[src/rtl/hcbd_pkg.sv]
// Package with shared types, character codes and a hex helper for the chunked body decoder.
package hcbd_pkg;

    // Width of one body byte and of the size-line digit counter.
    localparam int BYTE_W  = 8;
    localparam int DIGIT_W = 4;

    // Character codes that the parser recognizes.
    localparam logic [BYTE_W-1:0] CH_SEMI = 8'h3B;
    localparam logic [BYTE_W-1:0] CH_SP   = 8'h20;
    localparam logic [BYTE_W-1:0] CH_TAB  = 8'h09;
    localparam logic [BYTE_W-1:0] CH_CR   = 8'h0D;
    localparam logic [BYTE_W-1:0] CH_LF   = 8'h0A;

    // One result item as it leaves the parser.
    typedef struct packed {
        logic [BYTE_W-1:0] body_byte;
        logic              body_valid;
        logic              finished;
        logic              failed;
    } hcbd_result_t;

    // Hex digit decode: is_hex tells whether the byte is a digit, value gives its nibble.
    typedef struct packed {
        logic       is_hex;
        logic [3:0] value;
    } hcbd_hex_t;

    function automatic hcbd_hex_t hex_decode(input logic [BYTE_W-1:0] b);
        hcbd_hex_t r;
        r.is_hex = 1'b1;
        r.value  = 4'd0;
        if (b >= 8'h30 && b <= 8'h39)
        begin
            r.value = 4'(b - 8'h30);
        end
        else if (b >= 8'h61 && b <= 8'h66)
        begin
            r.value = 4'(b - 8'h61 + 8'd10);
        end
        else if (b >= 8'h41 && b <= 8'h46)
        begin
            r.value = 4'(b - 8'h41 + 8'd10);
        end
        else
        begin
            r.is_hex = 1'b0;
        end
        return r;
    endfunction

endpackage

[src/rtl/hcbd_if.sv]
// Valid/ready channel interfaces for raw input bytes and for decoded result items.
interface hcbd_in_if
    import hcbd_pkg::*;
();
    logic              valid;
    logic              ready;
    logic [BYTE_W-1:0] data_byte;

    modport source (output valid, output data_byte, input ready);
    modport sink   (input valid, input data_byte, output ready);
endinterface

interface hcbd_out_if
    import hcbd_pkg::*;
();
    logic              valid;
    logic              ready;
    logic [BYTE_W-1:0] body_byte;
    logic              body_valid;
    logic              finished;
    logic              failed;

    modport source (output valid, output body_byte, output body_valid, output finished,
                    output failed, input ready);
    modport sink   (input valid, input body_byte, input body_valid, input finished,
                    input failed, output ready);
endinterface

[src/rtl/hcbd_parser.sv]
// Parser state machine: phase, remaining chunk length, digit count and trailer flag.
module hcbd_parser
    import hcbd_pkg::*;
#(
    parameter int MAX_SIZE_DIGITS = 15
)
(
    input  logic              clk,
    input  logic              rst_n,
    input  logic              step,
    input  logic [BYTE_W-1:0] data_byte,
    output hcbd_result_t      result
);

    // The remaining length always keeps 60 bits, whatever the digit limit.
    localparam int LEFT_W = 60;

    localparam logic [3:0] PH_SIZE       = 4'd0;
    localparam logic [3:0] PH_EXT        = 4'd1;
    localparam logic [3:0] PH_SIZE_LF    = 4'd2;
    localparam logic [3:0] PH_DATA       = 4'd3;
    localparam logic [3:0] PH_DATA_CR    = 4'd4;
    localparam logic [3:0] PH_DATA_LF    = 4'd5;
    localparam logic [3:0] PH_TRAILER    = 4'd6;
    localparam logic [3:0] PH_TRAILER_LF = 4'd7;
    localparam logic [3:0] PH_DONE       = 4'd8;
    localparam logic [3:0] PH_ERROR      = 4'd9;

    logic [3:0]         phase_reg, phase_next;
    logic [LEFT_W-1:0]  left_reg, left_next;
    logic [DIGIT_W-1:0] digits_reg, digits_next;
    logic               empty_reg, empty_next;
    hcbd_hex_t          hex;
    logic [LEFT_W-1:0]  left_dec;

    assign hex      = hex_decode(data_byte);
    assign left_dec = left_reg - LEFT_W'(1);

    // Next-state logic for one byte.
    always_comb
    begin
        phase_next        = phase_reg;
        left_next         = left_reg;
        digits_next       = digits_reg;
        empty_next        = empty_reg;
        result.body_byte  = '0;
        result.body_valid = 1'b0;

        unique case (phase_reg)
            PH_SIZE:
            begin
                if (hex.is_hex)
                begin
                    if (digits_reg >= DIGIT_W'(MAX_SIZE_DIGITS))
                    begin
                        phase_next = PH_ERROR;
                    end
                    else
                    begin
                        digits_next = digits_reg + DIGIT_W'(1);
                        left_next   = {left_reg[LEFT_W-5:0], hex.value};
                    end
                end
                else if (digits_reg == '0)
                begin
                    phase_next = PH_ERROR;
                end
                else if (data_byte == CH_SEMI || data_byte == CH_SP
                         || data_byte == CH_TAB)
                begin
                    phase_next = PH_EXT;
                end
                else if (data_byte == CH_CR)
                begin
                    phase_next = PH_SIZE_LF;
                end
                else if (data_byte == CH_LF)
                begin
                    if (left_reg == '0)
                    begin
                        phase_next = PH_TRAILER;
                        empty_next = 1'b1;
                    end
                    else
                    begin
                        phase_next = PH_DATA;
                    end
                end
                else
                begin
                    phase_next = PH_ERROR;
                end
            end
            PH_EXT, PH_SIZE_LF:
            begin
                if (data_byte == CH_LF)
                begin
                    if (left_reg == '0)
                    begin
                        phase_next = PH_TRAILER;
                        empty_next = 1'b1;
                    end
                    else
                    begin
                        phase_next = PH_DATA;
                    end
                end
                else if (phase_reg == PH_SIZE_LF)
                begin
                    phase_next = PH_ERROR;
                end
                else if (data_byte == CH_CR)
                begin
                    phase_next = PH_SIZE_LF;
                end
            end
            PH_DATA:
            begin
                result.body_byte  = data_byte;
                result.body_valid = 1'b1;
                left_next         = left_dec;
                if (left_dec == '0)
                begin
                    phase_next = PH_DATA_CR;
                end
            end
            PH_DATA_CR, PH_DATA_LF:
            begin
                if (data_byte == CH_CR && phase_reg == PH_DATA_CR)
                begin
                    phase_next = PH_DATA_LF;
                end
                else if (data_byte == CH_LF)
                begin
                    phase_next  = PH_SIZE;
                    left_next   = '0;
                    digits_next = '0;
                end
                else
                begin
                    phase_next = PH_ERROR;
                end
            end
            PH_TRAILER, PH_TRAILER_LF:
            begin
                if (data_byte == CH_LF)
                begin
                    // An empty line ends the trailer; otherwise a new line starts.
                    if (empty_reg)
                    begin
                        phase_next = PH_DONE;
                    end
                    else
                    begin
                        phase_next = PH_TRAILER;
                        empty_next = 1'b1;
                    end
                end
                else if (phase_reg == PH_TRAILER_LF)
                begin
                    phase_next = PH_ERROR;
                end
                else if (data_byte == CH_CR)
                begin
                    phase_next = PH_TRAILER_LF;
                end
                else
                begin
                    empty_next = 1'b0;
                end
            end
            PH_DONE:
            begin
                phase_next = PH_DONE;
            end
            default:
            begin
                phase_next = PH_ERROR;
            end
        endcase

        result.finished = (phase_next == PH_DONE);
        result.failed   = (phase_next == PH_ERROR);
    end

    // State registers advance once per byte handed in.
    always_ff @(posedge clk or negedge rst_n)
    begin
        if (!rst_n)
        begin
            phase_reg  <= PH_SIZE;
            left_reg   <= '0;
            digits_reg <= '0;
            empty_reg  <= 1'b0;
        end
        else if (step)
        begin
            phase_reg  <= phase_next;
            left_reg   <= left_next;
            digits_reg <= digits_next;
            empty_reg  <= empty_next;
        end
    end

endmodule

[src/rtl/http_chunked_body_decoder.sv]
// Top level of the chunked body decoder: input register, parser and result register.
// A byte goes to the input register, then its result item to the result register.
// Throughput: one byte per cycle while the sink keeps up; one parser step per byte.
// The result register frees while a result waits only when the sink takes it.
// Reset (rst_n, asynchronous, active low) empties both registers and returns the
// parser to the start of a size line with zero length and digit count.
module http_chunked_body_decoder
    import hcbd_pkg::*;
#(
    parameter int MAX_SIZE_DIGITS = 15
)
(
    input logic          clk,
    input logic          rst_n,
    hcbd_in_if.sink      byte_ch,
    hcbd_out_if.source   result_ch
);

    logic              s1_valid_reg, s1_valid_next;
    logic [BYTE_W-1:0] s1_byte_reg;
    logic              out_valid_reg, out_valid_next;
    hcbd_result_t      res_reg;
    hcbd_result_t      parse_res;
    logic              out_free;
    logic              s1_fire;
    logic              in_fire;

    // Handshake: the input register moves on when the result register can load.
    assign out_free      = !out_valid_reg || result_ch.ready;
    assign s1_fire       = s1_valid_reg && out_free;
    assign byte_ch.ready = !s1_valid_reg || s1_fire;
    assign in_fire       = byte_ch.valid && byte_ch.ready;

    assign s1_valid_next  = in_fire || (s1_valid_reg && !s1_fire);
    assign out_valid_next = s1_fire || (out_valid_reg && !result_ch.ready);

    hcbd_parser #(
        .MAX_SIZE_DIGITS(MAX_SIZE_DIGITS)
    ) u_parser (
        .clk       (clk),
        .rst_n     (rst_n),
        .step      (s1_fire),
        .data_byte (s1_byte_reg),
        .result    (parse_res)
    );

    // Valid flags.
    always_ff @(posedge clk or negedge rst_n)
    begin
        if (!rst_n)
        begin
            s1_valid_reg  <= 1'b0;
            out_valid_reg <= 1'b0;
        end
        else
        begin
            s1_valid_reg  <= s1_valid_next;
            out_valid_reg <= out_valid_next;
        end
    end

    // Payload registers.
    always_ff @(posedge clk)
    begin
        if (in_fire)
        begin
            s1_byte_reg <= byte_ch.data_byte;
        end
        if (s1_fire)
        begin
            res_reg <= parse_res;
        end
    end

    assign result_ch.valid      = out_valid_reg;
    assign result_ch.body_byte  = res_reg.body_byte;
    assign result_ch.body_valid = res_reg.body_valid;
    assign result_ch.finished   = res_reg.finished;
    assign result_ch.failed     = res_reg.failed;

    // A result item is never both finished and failed.
    assert property (@(posedge clk) disable iff (!rst_n)
        out_valid_reg |-> !(res_reg.finished && res_reg.failed))
        else $error("result item both finished and failed");

    // Payload bytes only come before the body ends.
    assert property (@(posedge clk) disable iff (!rst_n)
        (out_valid_reg && res_reg.body_valid) |-> (!res_reg.finished && !res_reg.failed))
        else $error("payload byte flagged after end of body");

    // Once an error is reported, every later result item reports it too.
    assert property (@(posedge clk) disable iff (!rst_n)
        (out_valid_reg && res_reg.failed) |=> (!out_valid_reg || res_reg.failed))
        else $error("error flag dropped");

    // The input side stalls only while a byte waits in the input register.
    assert property (@(posedge clk) disable iff (!rst_n)
        !byte_ch.ready |-> (s1_valid_reg && out_valid_reg && !result_ch.ready))
        else $error("input stalled without a waiting item");

endmodule
[src/flat_wrapper.sv]
// flat-port wrapper written by rule: the top's interface ports become plain ports
module http_chunked_body_decoder_flat import hcbd_pkg::*;
#(
    parameter int MAX_SIZE_DIGITS = 15
)
  (clk, rst_n, byte_ch_valid, byte_ch_data_byte, byte_ch_ready, result_ch_valid, result_ch_body_byte, result_ch_body_valid, result_ch_finished, result_ch_failed, result_ch_ready);
  hcbd_in_if byte_ch_i ();
  hcbd_out_if result_ch_i ();
  input logic clk;
  input logic rst_n;
  input wire logic [$bits(byte_ch_i.valid)-1:0] byte_ch_valid;
  input wire logic [$bits(byte_ch_i.data_byte)-1:0] byte_ch_data_byte;
  output wire logic [$bits(byte_ch_i.ready)-1:0] byte_ch_ready;
  output wire logic [$bits(result_ch_i.valid)-1:0] result_ch_valid;
  output wire logic [$bits(result_ch_i.body_byte)-1:0] result_ch_body_byte;
  output wire logic [$bits(result_ch_i.body_valid)-1:0] result_ch_body_valid;
  output wire logic [$bits(result_ch_i.finished)-1:0] result_ch_finished;
  output wire logic [$bits(result_ch_i.failed)-1:0] result_ch_failed;
  input wire logic [$bits(result_ch_i.ready)-1:0] result_ch_ready;
  assign byte_ch_i.valid = byte_ch_valid;
  assign byte_ch_i.data_byte = byte_ch_data_byte;
  assign byte_ch_ready = byte_ch_i.ready;
  assign result_ch_valid = result_ch_i.valid;
  assign result_ch_body_byte = result_ch_i.body_byte;
  assign result_ch_body_valid = result_ch_i.body_valid;
  assign result_ch_finished = result_ch_i.finished;
  assign result_ch_failed = result_ch_i.failed;
  assign result_ch_i.ready = result_ch_ready;
  http_chunked_body_decoder #(.MAX_SIZE_DIGITS(MAX_SIZE_DIGITS)) u_core (.clk(clk), .rst_n(rst_n), .byte_ch(byte_ch_i), .result_ch(result_ch_i));
endmodule
[config.mk]
export PLATFORM = sky130hd
export DESIGN_NAME = http_chunked_body_decoder_flat
export DESIGN_NICKNAME = d
export VERILOG_FILES = /design/src/rtl/hcbd_pkg.sv /design/src/rtl/hcbd_if.sv /design/src/rtl/hcbd_parser.sv /design/src/rtl/http_chunked_body_decoder.sv /design/src/flat_wrapper.sv
export SDC_FILE = /design/constraint.sdc
export NUM_CORES = 1
export LEC_CHECK = 0
export ABC_CLOCK_PERIOD_IN_PS = 7700
export BUFFER_PORTS_ARGS = -buffer_cell sky130_fd_sc_hd__clkbuf_2
export CORE_MARGIN = 2
export CORE_UTILIZATION = 65
export CTS_CLUSTER_SIZE = 28
export DETAILED_ROUTE_END_ITERATION = 10
export HOLD_SLACK_MARGIN = 0.06
export PLACE_DENSITY = 0.8
export SYNTH_ARGS = -nofsm -noshare
export SYNTH_HDL_FRONTEND = slang
export SYNTH_SLANG_ARGS = --single-unit
export TNS_END_PERCENT = 30
[constraint.sdc]
create_clock -name clk -period 7.7 [get_ports clk]
set_clock_uncertainty 0.05 [all_clocks]
set_input_delay 0.385 -clock clk [delete_from_list [all_inputs] [get_ports clk]]
set_output_delay 0.385 -clock clk [all_outputs]
set_load 0.005 [all_outputs]
==> flow_metrics.py, run 1 <==
metrics = {
    "logic_synthesis": {
        "yosysTopAreaCellShare_pct": 27.8,
        "async_reset_ff_share_pct": 78.9,
        "syn_area_sq_mm": 0.00638,
        "yosys_warnings": 0,
        "seq_area_frac_synth_pct": 36.8,
        "synth_mux_area_share_pct": 0.490,
        "syn-num-nets": 823,
        "synthCells": 802,
        "synth-main-ff-cell": "dfrtp_1",
        "yosys.area_share.simple_pct": 25.1,
        "netlist_top_cells_count": "a21oi_1 (94), o21ai_0 (86), nor2_1 (77)",
        "yosys-top-cells-area": "dfrtp_1 (28%), edfxtp_1 (8.9%), a21oi_1 (7.4%), o21ai_0 (6.7%), nor2_1 (4.5%)",
        "synth_xor_area_share_pct": 2.61,
        "synthMostInstantiatedCell": "a21oi_1",
        "synthDistinctLibCells": 72,
        "synth_seq_cells": 90,
        "yosysTopAreaCell": "dfrtp_1",
        "synthAdderAreaFrac_pct": 1.77,
        "avgSynthCellArea_sq_um": 7.95,
        "synth_compound_area_share_pct": 27.8,
        "synth-edff-count": 19,
        "synth_top_family_by_area": "compound AO/OA/AOI/OAI gates",
    },
    "worst_setup_path": {
        "worstReg2RegEnd": "u_core.u_parser.left_reg[41]",
        "rr_startpoint": "u_core.u_parser.phase_reg[2]",
        "crit_path_max_fanout": 77,
        "crit_type": "reg -> reg",
        "critPathTopFamily": "buffers and inverters",
        "arrival_ns": 4.30,
        "cp_common_cell": "buf_4",
        "r2r_cells": 10,
        "crit_buf_inv": 4,
        "r2r_setup_slack_ns": 3.58,
        "required_ns": 7.88,
        "worst_setup_path_start_kind": "flop",
        "slowest_delay_ns": 0.82,
        "slowest_stage": "inv_2",
        "worstPathCellList": "nor2_1 > nand3_2 > buf_4 > inv_2 > nor2_2 > buf_4 > a21oi_2 > buf_4 > o21ai_0 > o2bb2ai_1",
        "worstSetupEndpointType": "flop",
    },
    "placement": {
        "gp_congestion": 0.937,
        "hpwl_microns": 11900,
        "portBuffers": 24,
        "place_ws_ns": 3.74,
    },
    "clock_tree": {
        "clkTransAtPathRegs_ns": 0.10,
        "worstSkewPairLatency_ns": 0.40,
        "cts.sinks": 90,
        "htreeDepth": 3,
        "clock_path_buffers": 2,
        "cts_tree": "built",
        "ctsResizeCount": 0,
        "root_buffer": "clkbuf_8",
        "cts_buffers": 9,
    },
    "timing": {
        "slew_headroom_pct": 22.2,
        "setup_ws_ns": 3.58,
        "tightest_slew_ns": 1.17,
        "final-max-slew-violation-count": 0,
        "final-setup-viol-count": 0,
        "fin_setup_tns_ns": 0,
        "fmax_mhz": 243,
        "period_needed_ns": 4.12,
        "rsz0062_at_grt": "no",
        "period_share_pct": 53.5,
        "finalHoldViolCount": 0,
    },
    "floorplan": {
        "initial_utilization_pct": 66.2,
        "die_h_microns": 103,
        "dieArea_sq_mm": 0.0106,
        "ios": 25,
        "die_x_microns": 103,
        "num_rows": 36,
        "fp.coreArea_sq_mm": 0.00964,
    },
    "drt": {
        "drtIter0Drc": 654,
        "drc_errors": 0,
        "wl_met2_microns": 7690,
        "ant_nets": 0,
        "highest_layer": "met4",
        "vias": 6449,
        "dr.pass1.iters": 5,
        "met3_length_microns": 2100,
        "post_drt_wl_per_cell_microns": 19.2,
        "via_per_inst": 7.05,
        "drt-met1-wl_microns": 7340,
        "drt-total-wl_microns": 17600,
    },
    "global_route": {
        "grt_pass1_vias": 5784,
        "grt_overflow": 0,
        "grt_pass1_wl_microns": 28800,
        "grt_start_max_net_pins": 78,
        "grt_use_total_pct": 34.7,
        "antenna_found_initial": 0,
    },
    "status": {
        "status": "completed",
    },
    "layout": {
        "diodes": 0,
        "area_growth_syn_to_layout_pct": 4.08,
        "nNetsFinal": 798,
        "largest_reg_flops": 60,
        "drive_above_1_share_pct": 7.80,
        "fin_util_pct": 68.9,
    },
    "power": {
        "peakVddDrop_mv": 0.228,
        "p_sw_share_pct": 49.7,
        "p_total_mw": 2.38,
        "p_int_mw": 1.20,
        "seqPwrFrac_pct": 41.0,
        "p_clk_share_pct": 13.4,
        "power.switching_mw": 1.18,
        "power.density_mw_per_mm2": 359,
        "p_comb_share_pct": 45.6,
        "p_leak_nw": 2.47,
    },
    "hold_path": {
        "hold_path.class": "in -> reg",
        "hold_end": "u_core.s1_byte_reg[5]",
        "hold_path.startpoint": "byte_ch_data_byte[5]",
        "hold_depth": 1,
    },
    "run": {
        "max-cap-violations": 0,
    },
}
==> kinds of logic after synthesis <==
group / after synthesis
buffers and inverters: 85
xor gates and xnor gates: 19
DFF: 90
AOI/OAI and AO/OA: 292
muxes: 3
and+or+nand+nor: 304
adders and majority gates: 9
==> through the flow <==
step                std cells  hold WS [ns]  instance area [sq um]
global placement          898         0.303                   6440
finish                    915         0.112                   6640
CTS                       915         0.105                   6640
detailed placement        898         0.311                   6440
floorplan                 802        0.0394                   6380
global route              915         0.109                   6640
==> layout make-up <==
cell class                 instances  area [sq um]
fill                             827          3000
tap                              133           166
sequential                        90          2350
clock inverter                     6          50.0
clock buffer                      10           138
multi-input combinational        627          3700
inverter                          19          71.3
timing repair buffer              30           168
==> what timing repair did <==
| action | in CTS | in global routing |
|---|---|---|
| buffers inserted | 0 | 0 |
| hold buffers | 1 | 0 |
| hold endpoints to repair | 19 | 0 |
==> power by group through the flow <==
stage	clock (mW)	combinational (mW)	sequential (mW)
6_report	0.319	1.09	0.977
5_1_grt	0.341	1.21	1.00
3_5_place_dp	0	1.05	0.966
4_1_cts	0.321	1.06	0.957
2_1_floorplan	0	0.946	0.794
3_3_place_gp	0	1.02	0.956
==> worst max-delay path by stage <==
stage	endpoint	start	depth (start not counted)
after floorplan	u_core.u_parser.phase_reg[0]	u_core.u_parser.left_reg[15]	11
after global placement	u_core.u_parser.left_reg[41]	u_core.u_parser.phase_reg[2]	10
after detailed placement	u_core.u_parser.left_reg[41]	u_core.u_parser.phase_reg[2]	10
after CTS	u_core.u_parser.left_reg[41]	u_core.u_parser.phase_reg[2]	10
after global routing	u_core.u_parser.left_reg[41]	u_core.u_parser.phase_reg[2]	10
final	u_core.u_parser.left_reg[41]	u_core.u_parser.phase_reg[2]	10
==> cell usage in the layout (no fill, tap or decap), types with 7 or more instances in the layout <==
master / instances
clkbuf_8: 10
edfxtp_1: 19
nor2_1: 76
nand4_1: 12
nor3_1: 39
nand2b_1: 9
o21ai_0: 86
a22oi_1: 12
a21oi_1: 93
nand2_1: 54
inv_1: 18
xnor2_1: 13
ha_1: 9
nor4_1: 22
a31oi_1: 22
or3_1: 8
nor2b_1: 10
and2_1: 12
clkbuf_2: 23
or4_1: 7
nand3_1: 18
dfrtp_1: 71
==> routing by layer <==
layer / GRT usage [%] / vias to the layer above
li1: - / 2959
met4: 11.2 / 0
met3: 8.20 / 53
met1: 49.8 / 3037
met5: 0 / -
met2: 51.9 / 400
Power figures use the tool's default switching activity.
==> run 2, diff against run 1 <==
ABC_AREA = 1   (was unset)
ABC_CLOCK_PERIOD_IN_PS = 3500   (was 7700)
CORE_UTILIZATION = 57   (was 65)
PLACE_DENSITY = 0.74   (was 0.8)
clock period = 3.5 ns   (was 7.7 ns; I/O delays follow)
==> run 2 against run 1 <==
Against the previous run:
- flip-flop and latch count stayed put
- utilization is 5.3 points lower
- final area is 14% higher
- wire length is 10% higher
==> flow_metrics.py, run 2 <==
metrics = {
    "status": {
        "status": "completed",
    },
    "logic_synthesis": {
        "synthDistinctLibCells": 39,
        "synthCells": 1065,
        "yosysTopAreaCell": "dfrtp_1",
        "syn-num-nets": 1086,
        "synth_seq_cells": 90,
        "avgSynthCellArea_sq_um": 6.43,
        "syn_area_sq_mm": 0.00684,
        "synth-edff-count": 19,
        "yosysTopAreaCellShare_pct": 26.0,
        "netlist_top_cells_count": "nand2_1 (360), nor2_1 (179), inv_1 (108)",
        "synthMostInstantiatedCell": "nand2_1",
        "synth-main-ff-cell": "dfrtp_1",
        "seq_area_frac_synth_pct": 34.3,
        "async_reset_ff_share_pct": 78.9,
        "yosys_warnings": 0,
        "yosys-top-cells-area": "dfrtp_1 (26%), nand2_1 (20%), nor2_1 (9.8%), edfxtp_1 (8.3%), inv_1 (5.9%)",
    },
    "drt": {
        "ant_nets": 0,
        "vias": 6952,
        "drc_errors": 0,
        "drtIter0Drc": 654,
        "dr.pass1.iters": 5,
        "post_drt_wl_per_cell_microns": 15.5,
        "via_per_inst": 5.58,
        "drt-total-wl_microns": 19300,
    },
    "worst_setup_path": {
        "worstPathCellList": "inv_1 > ha_1 > o21ai_0 > nand2_1 > nand2_1 > nand2_1 > nor2_1 > inv_1 > nand2_1 > inv_1 > nand2_1 > a21oi_4 > inv_2 > buf_4 > o21ai_0",
        "worstSetupEndpointType": "flop",
        "worst_setup_path_start_kind": "flop",
        "arrival_ns": 3.02,
        "required_ns": 3.67,
        "slowest_delay_ns": 0.43,
        "r2r_cells": 15,
        "cp_common_cell": "nand2_1",
        "crit_type": "reg -> reg",
        "slowest_stage": "edfxtp_1",
        "crit_path_max_fanout": 30,
    },
    "timing": {
        "holdWs_ns": 0.448,
        "finalHoldViolCount": 0,
        "rsz0062_at_grt": "no",
        "final-max-slew-violation-count": 0,
        "period_needed_ns": 2.85,
        "fmax_mhz": 351,
        "period_share_pct": 81.4,
        "tightest_slew_ns": 0.945,
        "final-setup-viol-count": 0,
        "fin_setup_tns_ns": 0,
        "slew_headroom_pct": 37.0,
    },
    "floorplan": {
        "initial_utilization_pct": 57.7,
        "dieArea_sq_mm": 0.0129,
        "num_rows": 40,
        "fp.coreArea_sq_mm": 0.0119,
        "ios": 25,
        "die_h_microns": 114,
        "die_x_microns": 114,
    },
    "layout": {
        "area_growth_syn_to_layout_pct": 10.2,
        "drive_above_1_share_pct": 8.37,
        "final_cell_area_sq_mm": 0.00754,
        "largest_reg_flops": 60,
        "final_cell_mix": "nand2_1 (360), nor2_1 (178), inv_1 (108)",
        "nNetsFinal": 1115,
        "diodes": 0,
        "final_cells": 1246,
        "layout_commonest_cell": "nand2_1",
        "nFillCells": 1127,
    },
    "global_route": {
        "grt_busiest_layer": "met2",
        "antenna_found_initial": 0,
        "grt_start_max_net_pins": 72,
        "grtUsageMet1_pct": 42.0,
        "grt_pass1_vias": 6503,
        "grt_use_total_pct": 31.5,
        "grt_overflow": 0,
        "met2_usage_pct": 51.1,
        "grt_pass1_wl_microns": 31900,
        "grt_util_met3_pct": 5.10,
    },
    "hold_path": {
        "hold_path.class": "in -> async",
    },
    "clock_tree": {
        "clock_path_buffers": 2,
        "htreeDepth": 3,
        "cts_tree": "built",
        "cts.sinks": 90,
        "clkTransAtPathRegs_ns": 0.07,
        "root_buffer": "clkbuf_16",
        "ctsResizeCount": 0,
        "cts_buffers": 9,
        "worstSkewPairLatency_ns": 0.36,
    },
    "placement": {
        "dpl-instance-area_sq_mm": 0.00712,
        "gp_congestion": 0.993,
        "hpwl_microns": 14500,
        "portBuffers": 24,
        "place_inst": 1219,
    },
    "power": {
        "peakVddDrop_mv": 0.661,
        "p_leak_nw": 3.55,
        "p_total_mw": 6.89,
        "power.density_mw_per_mm2": 914,
    },
    "run": {
        "max-cap-violations": 0,
    },
}
-- run 2: critical path: cells and delay by family (launching register included) --
kind | cells | cell delay, ns
and+or+nand+nor | 6 | 0.72
buffers and inverters | 5 | 0.98
AOI/OAI and AO/OA | 3 | 0.30
DFF | 1 | 0.43
adders and majority gates | 1 | 0.23
-- run 2: path summary, 6_finish.rpt --
path                                        from                           end  slack (ns)
hold reg to reg              u_core.s1_valid_reg        u_core.result_ch.valid        0.45
min in group clk             u_core.s1_valid_reg        u_core.result_ch.valid        0.45
hold / removal                             rst_n   u_core.u_parser.left_reg[1]        0.45
setup reg to reg           u_core.s1_byte_reg[0]  u_core.u_parser.left_reg[42]        0.65
max in group asynchronous                  rst_n  u_core.u_parser.left_reg[34]        2.31
setup / recovery           u_core.s1_byte_reg[0]  u_core.u_parser.left_reg[42]        0.65
-- run 2: power breakdown --
part	switching, mW	internal, mW	total, mW
clock network	0.424	0.626	1.05
logic	2.63	1.24	3.87
registers	0.543	1.43	1.97
-- run 2: per-layer routing --
layer / routed length, microns / vias up / share of wire (%)
met4: 664 / 0 / 3.4
met5: 0 / - / 0
met2: 8820 / 242 / 46
met1: 8610 / 3147 / 45
li1: - / 3513 / -
met3: 1240 / 50 / 6.4
-- run 2: logic make-up (layout without fill, tap and decap cells) --
logic type	Yosys count	count (layout)	share of synthesized area [%]
simple gates	658	658	41.5
compound gates	165	165	14.0
buf+inv	136	170	7.59
flops	90	90	34.3
fa+ha+maj	9	9	1.65
xor+xnor	7	7	1.01
-- run 2: repair_timing --
action | CTS | global route
hold endpoints to repair | 81 | 0
setup buffers | 0 | 0
hold buffers | 11 | 0
-- run 2: area by class of cell --
cell class,instances,area (sq um),share of cell area [%]
clock inverter,5,81.3,1.08
tap,147,184,2.44
timing repair buffer,42,285,3.78
inverter,112,420,5.57
clock buffer,11,233,3.09
multi-input combinational,839,3990,52.9
sequential,90,2350,31.1
-- run 2: stage by stage --
stage               utilization (%)  setup WS, ns
finish                         63.6         0.651
global route                   63.6         0.312
CTS                            63.6         0.678
detailed placement             60.0         0.721
global placement               60.0         0.772
floorplan                         -          1.31
==> run 3, diff against run 2 <==
ABC_AREA = 0   (was 1)
ABC_CLOCK_PERIOD_IN_PS = 2540   (was 3500)
clock period = 2.54 ns   (was 3.5 ns; I/O delays follow)
==> run 3 against run 2 <==
Against the previous run:
- the run now ends with negative setup slack left
- non-clock buffer count increased by 208
- via count grew 18%
- critical path type unchanged
- largest power group unchanged
- sequential power grew 27%
- worst setup slack worse by 1.1 ns
- worst hold slack worse by 0.22 ns
- combinational power increased by 78%
==> flow_metrics.py, run 3 (synthesis results as in run 1) <==
metrics = {
    "status": {
        "status": "finished, violations left",
        "violations": "negative setup slack",
    },
    "global_route": {
        "grt_busiest_layer": "met2",
        "met2_usage_pct": 66.8,
        "grt_pass1_wl_microns": 39200,
        "grt_use_total_pct": 42.8,
        "grt_overflow": 0,
        "grt_pass1_vias": 7533,
        "grt_util_met3_pct": 13.2,
        "grtUsageMet1_pct": 53.3,
        "grt_start_max_net_pins": 77,
        "antenna_found_initial": 0,
    },
    "power": {
        "peakVddDrop_mv": 0.974,
        "power.density_mw_per_mm2": 1100,
        "p_sw_share_pct": 49.2,
        "power.switching_mw": 5.13,
        "p_comb_share_pct": 66.0,
        "p_leak_nw": 3.85,
        "seqPwrFrac_pct": 24.1,
        "p_int_mw": 5.30,
        "p_clk_share_pct": 9.9,
    },
    "timing": {
        "final-max-slew-violation-count": 0,
        "finalHoldViolCount": 0,
        "fmax_mhz": 333,
        "period_needed_ns": 3.00,
        "final-setup-viol-count": 69,
        "tightest_slew_ns": 0.520,
        "fin_setup_tns_ns": -14.70,
        "period_share_pct": 118,
        "slew_headroom_pct": 65.0,
        "setup_ws_ns": -0.463,
        "rsz0062_at_grt": "yes",
    },
    "placement": {
        "gp_congestion": 0.942,
        "hpwl_microns": 15200,
        "dpl-instance-area_sq_mm": 0.00790,
        "portBuffers": 24,
        "place_inst": 1081,
    },
    "clock_tree": {
        "root_buffer": "clkbuf_8",
        "clkTransAtPathRegs_ns": 0.10,
        "htreeDepth": 3,
        "cts_buffers": 9,
        "worstSkewPairLatency_ns": 0.41,
        "cts_tree": "built",
        "clock_path_buffers": 2,
        "cts.sinks": 90,
    },
    "worst_setup_path": {
        "crit_path_max_fanout": 7,
        "slowest_stage": "a211oi_1",
        "worst_setup_path_start_kind": "flop",
        "worstPathCellList": "buf_4 > nor2_1 > buf_4 > nand2_1 > a211oi_1 > o21bai_1 > a21oi_1 > nand4_1 > nor4_4 > a21oi_1",
        "arrival_ns": 3.24,
        "slowest_delay_ns": 0.43,
        "required_ns": 2.78,
        "worstSetupEndpointType": "flop",
        "crit_type": "reg -> reg",
    },
    "layout": {
        "nNetsFinal": 1019,
        "area_growth_syn_to_layout_pct": 48.0,
        "final_cell_area_sq_mm": 0.00944,
        "final_cells": 1143,
        "layout_commonest_cell": "buf_4",
        "final_cell_mix": "buf_4 (178), dfrtp_1 (71), nor2_1 (68)",
        "largest_reg_flops": 60,
        "diodes": 0,
        "fin_util_pct": 86.7,
        "drive_above_1_share_pct": 40.1,
    },
    "drt": {
        "ant_nets": 0,
        "post_drt_wl_per_cell_microns": 24.2,
        "vias": 8201,
        "drt-total-wl_microns": 27700,
        "drc_errors": 0,
        "via_per_inst": 7.17,
        "drtIter0Drc": 1152,
        "dr.pass1.iters": 9,
    },
    "floorplan": {
        "die_h_microns": 110,
        "ios": 25,
        "num_rows": 38,
        "die_x_microns": 110,
        "initial_utilization_pct": 58.6,
        "dieArea_sq_mm": 0.0121,
        "fp.coreArea_sq_mm": 0.0109,
    },
    "run": {
        "max-cap-violations": 0,
    },
    "hold_path": {
        "hold_path.class": "in -> async",
    },
}
run 3: final timing paths:
| path | from | cells past startpoint | slack [ns] | endpoint |
|---|---|---|---|---|
| min in group clk | byte_ch_data_byte[6] | 2 | 0.38 | u_core.s1_byte_reg[6] |
| setup / recovery | u_core.u_parser.left_reg[0] | 10 | -0.46 | u_core.u_parser.phase_reg[0] |
| max in group asynchronous | rst_n | 3 | 1.87 | u_core.u_parser.left_reg[25] |
| setup reg to reg | u_core.u_parser.left_reg[0] | 10 | -0.46 | u_core.u_parser.phase_reg[0] |
| hold / removal | rst_n | 3 | 0.22 | u_core.u_parser.left_reg[55] |
| hold reg to reg | u_core.u_parser.digits_reg[3] | 1 | 0.49 | u_core.u_parser.digits_reg[3] |
run 3: critical path, delay by kind of cell (launching register included):
kind / cells / cell delay (ns)
and+or+nand+nor: 4 / 0.88
buffers and inverters: 2 / 0.37
DFF: 1 / 0.42
AOI/OAI and AO/OA: 4 / 1.15
run 3: what timing repair did:
action                                  4_1_cts  5_1_grt
endpoints found under the setup margin       70       71
hold buffers                                 12        0
pin swaps                                    37       39
cloned                                        5        4
setup buffers                                12       16
hold endpoints to repair                     81        0
gates resized for setup                     119      111
run 3: routing by layer:
| layer | vias up | part of all wire, % | wire, microns |
|---|---|---|---|
| met5 | - | 0 | 0 |
| met4 | 0 | 6.6 | 1820 |
| met3 | 205 | 11 | 3130 |
| met2 | 734 | 46 | 12800 |
| met1 | 3857 | 36 | 9940 |
| li1 | 3405 | - | - |
run 3: cell type report:
class                           instances  area (sq um)
Fill cell                             556          1440
Multi-Input combinational cell        628          4470
Timing Repair Buffer                  250          2180
Clock buffer                           12           160
Tap cell                              140           175
Clock inverter                          4          35.0
Sequential cell                        90          2350
Inverter                               19          71.3
run 3: per-stage QoR:
step	hold slack [ns]	total power [mW]	setup slack, ns
2_1_floorplan	-0.219	5.33	-0.261
3_3_place_gp	0.127	7.40	-0.226
3_5_place_dp	0.140	7.56	-0.309
6_report	0.225	10.4	-0.463
5_1_grt	0.267	10.8	-0.525
4_1_cts	0.241	9.16	-0.211
run 3: power by group through the flow:
stage | Clock (mW) | Sequential [mW] | Combinational (mW)
final | 1.04 | 2.51 | 6.88
after global routing | 1.09 | 2.55 | 7.21
after CTS | 1.01 | 2.42 | 5.73
after detailed placement | 0 | 2.43 | 5.13
after global placement | 0 | 2.40 | 4.99
after floorplan | 0 | 2.41 | 2.92
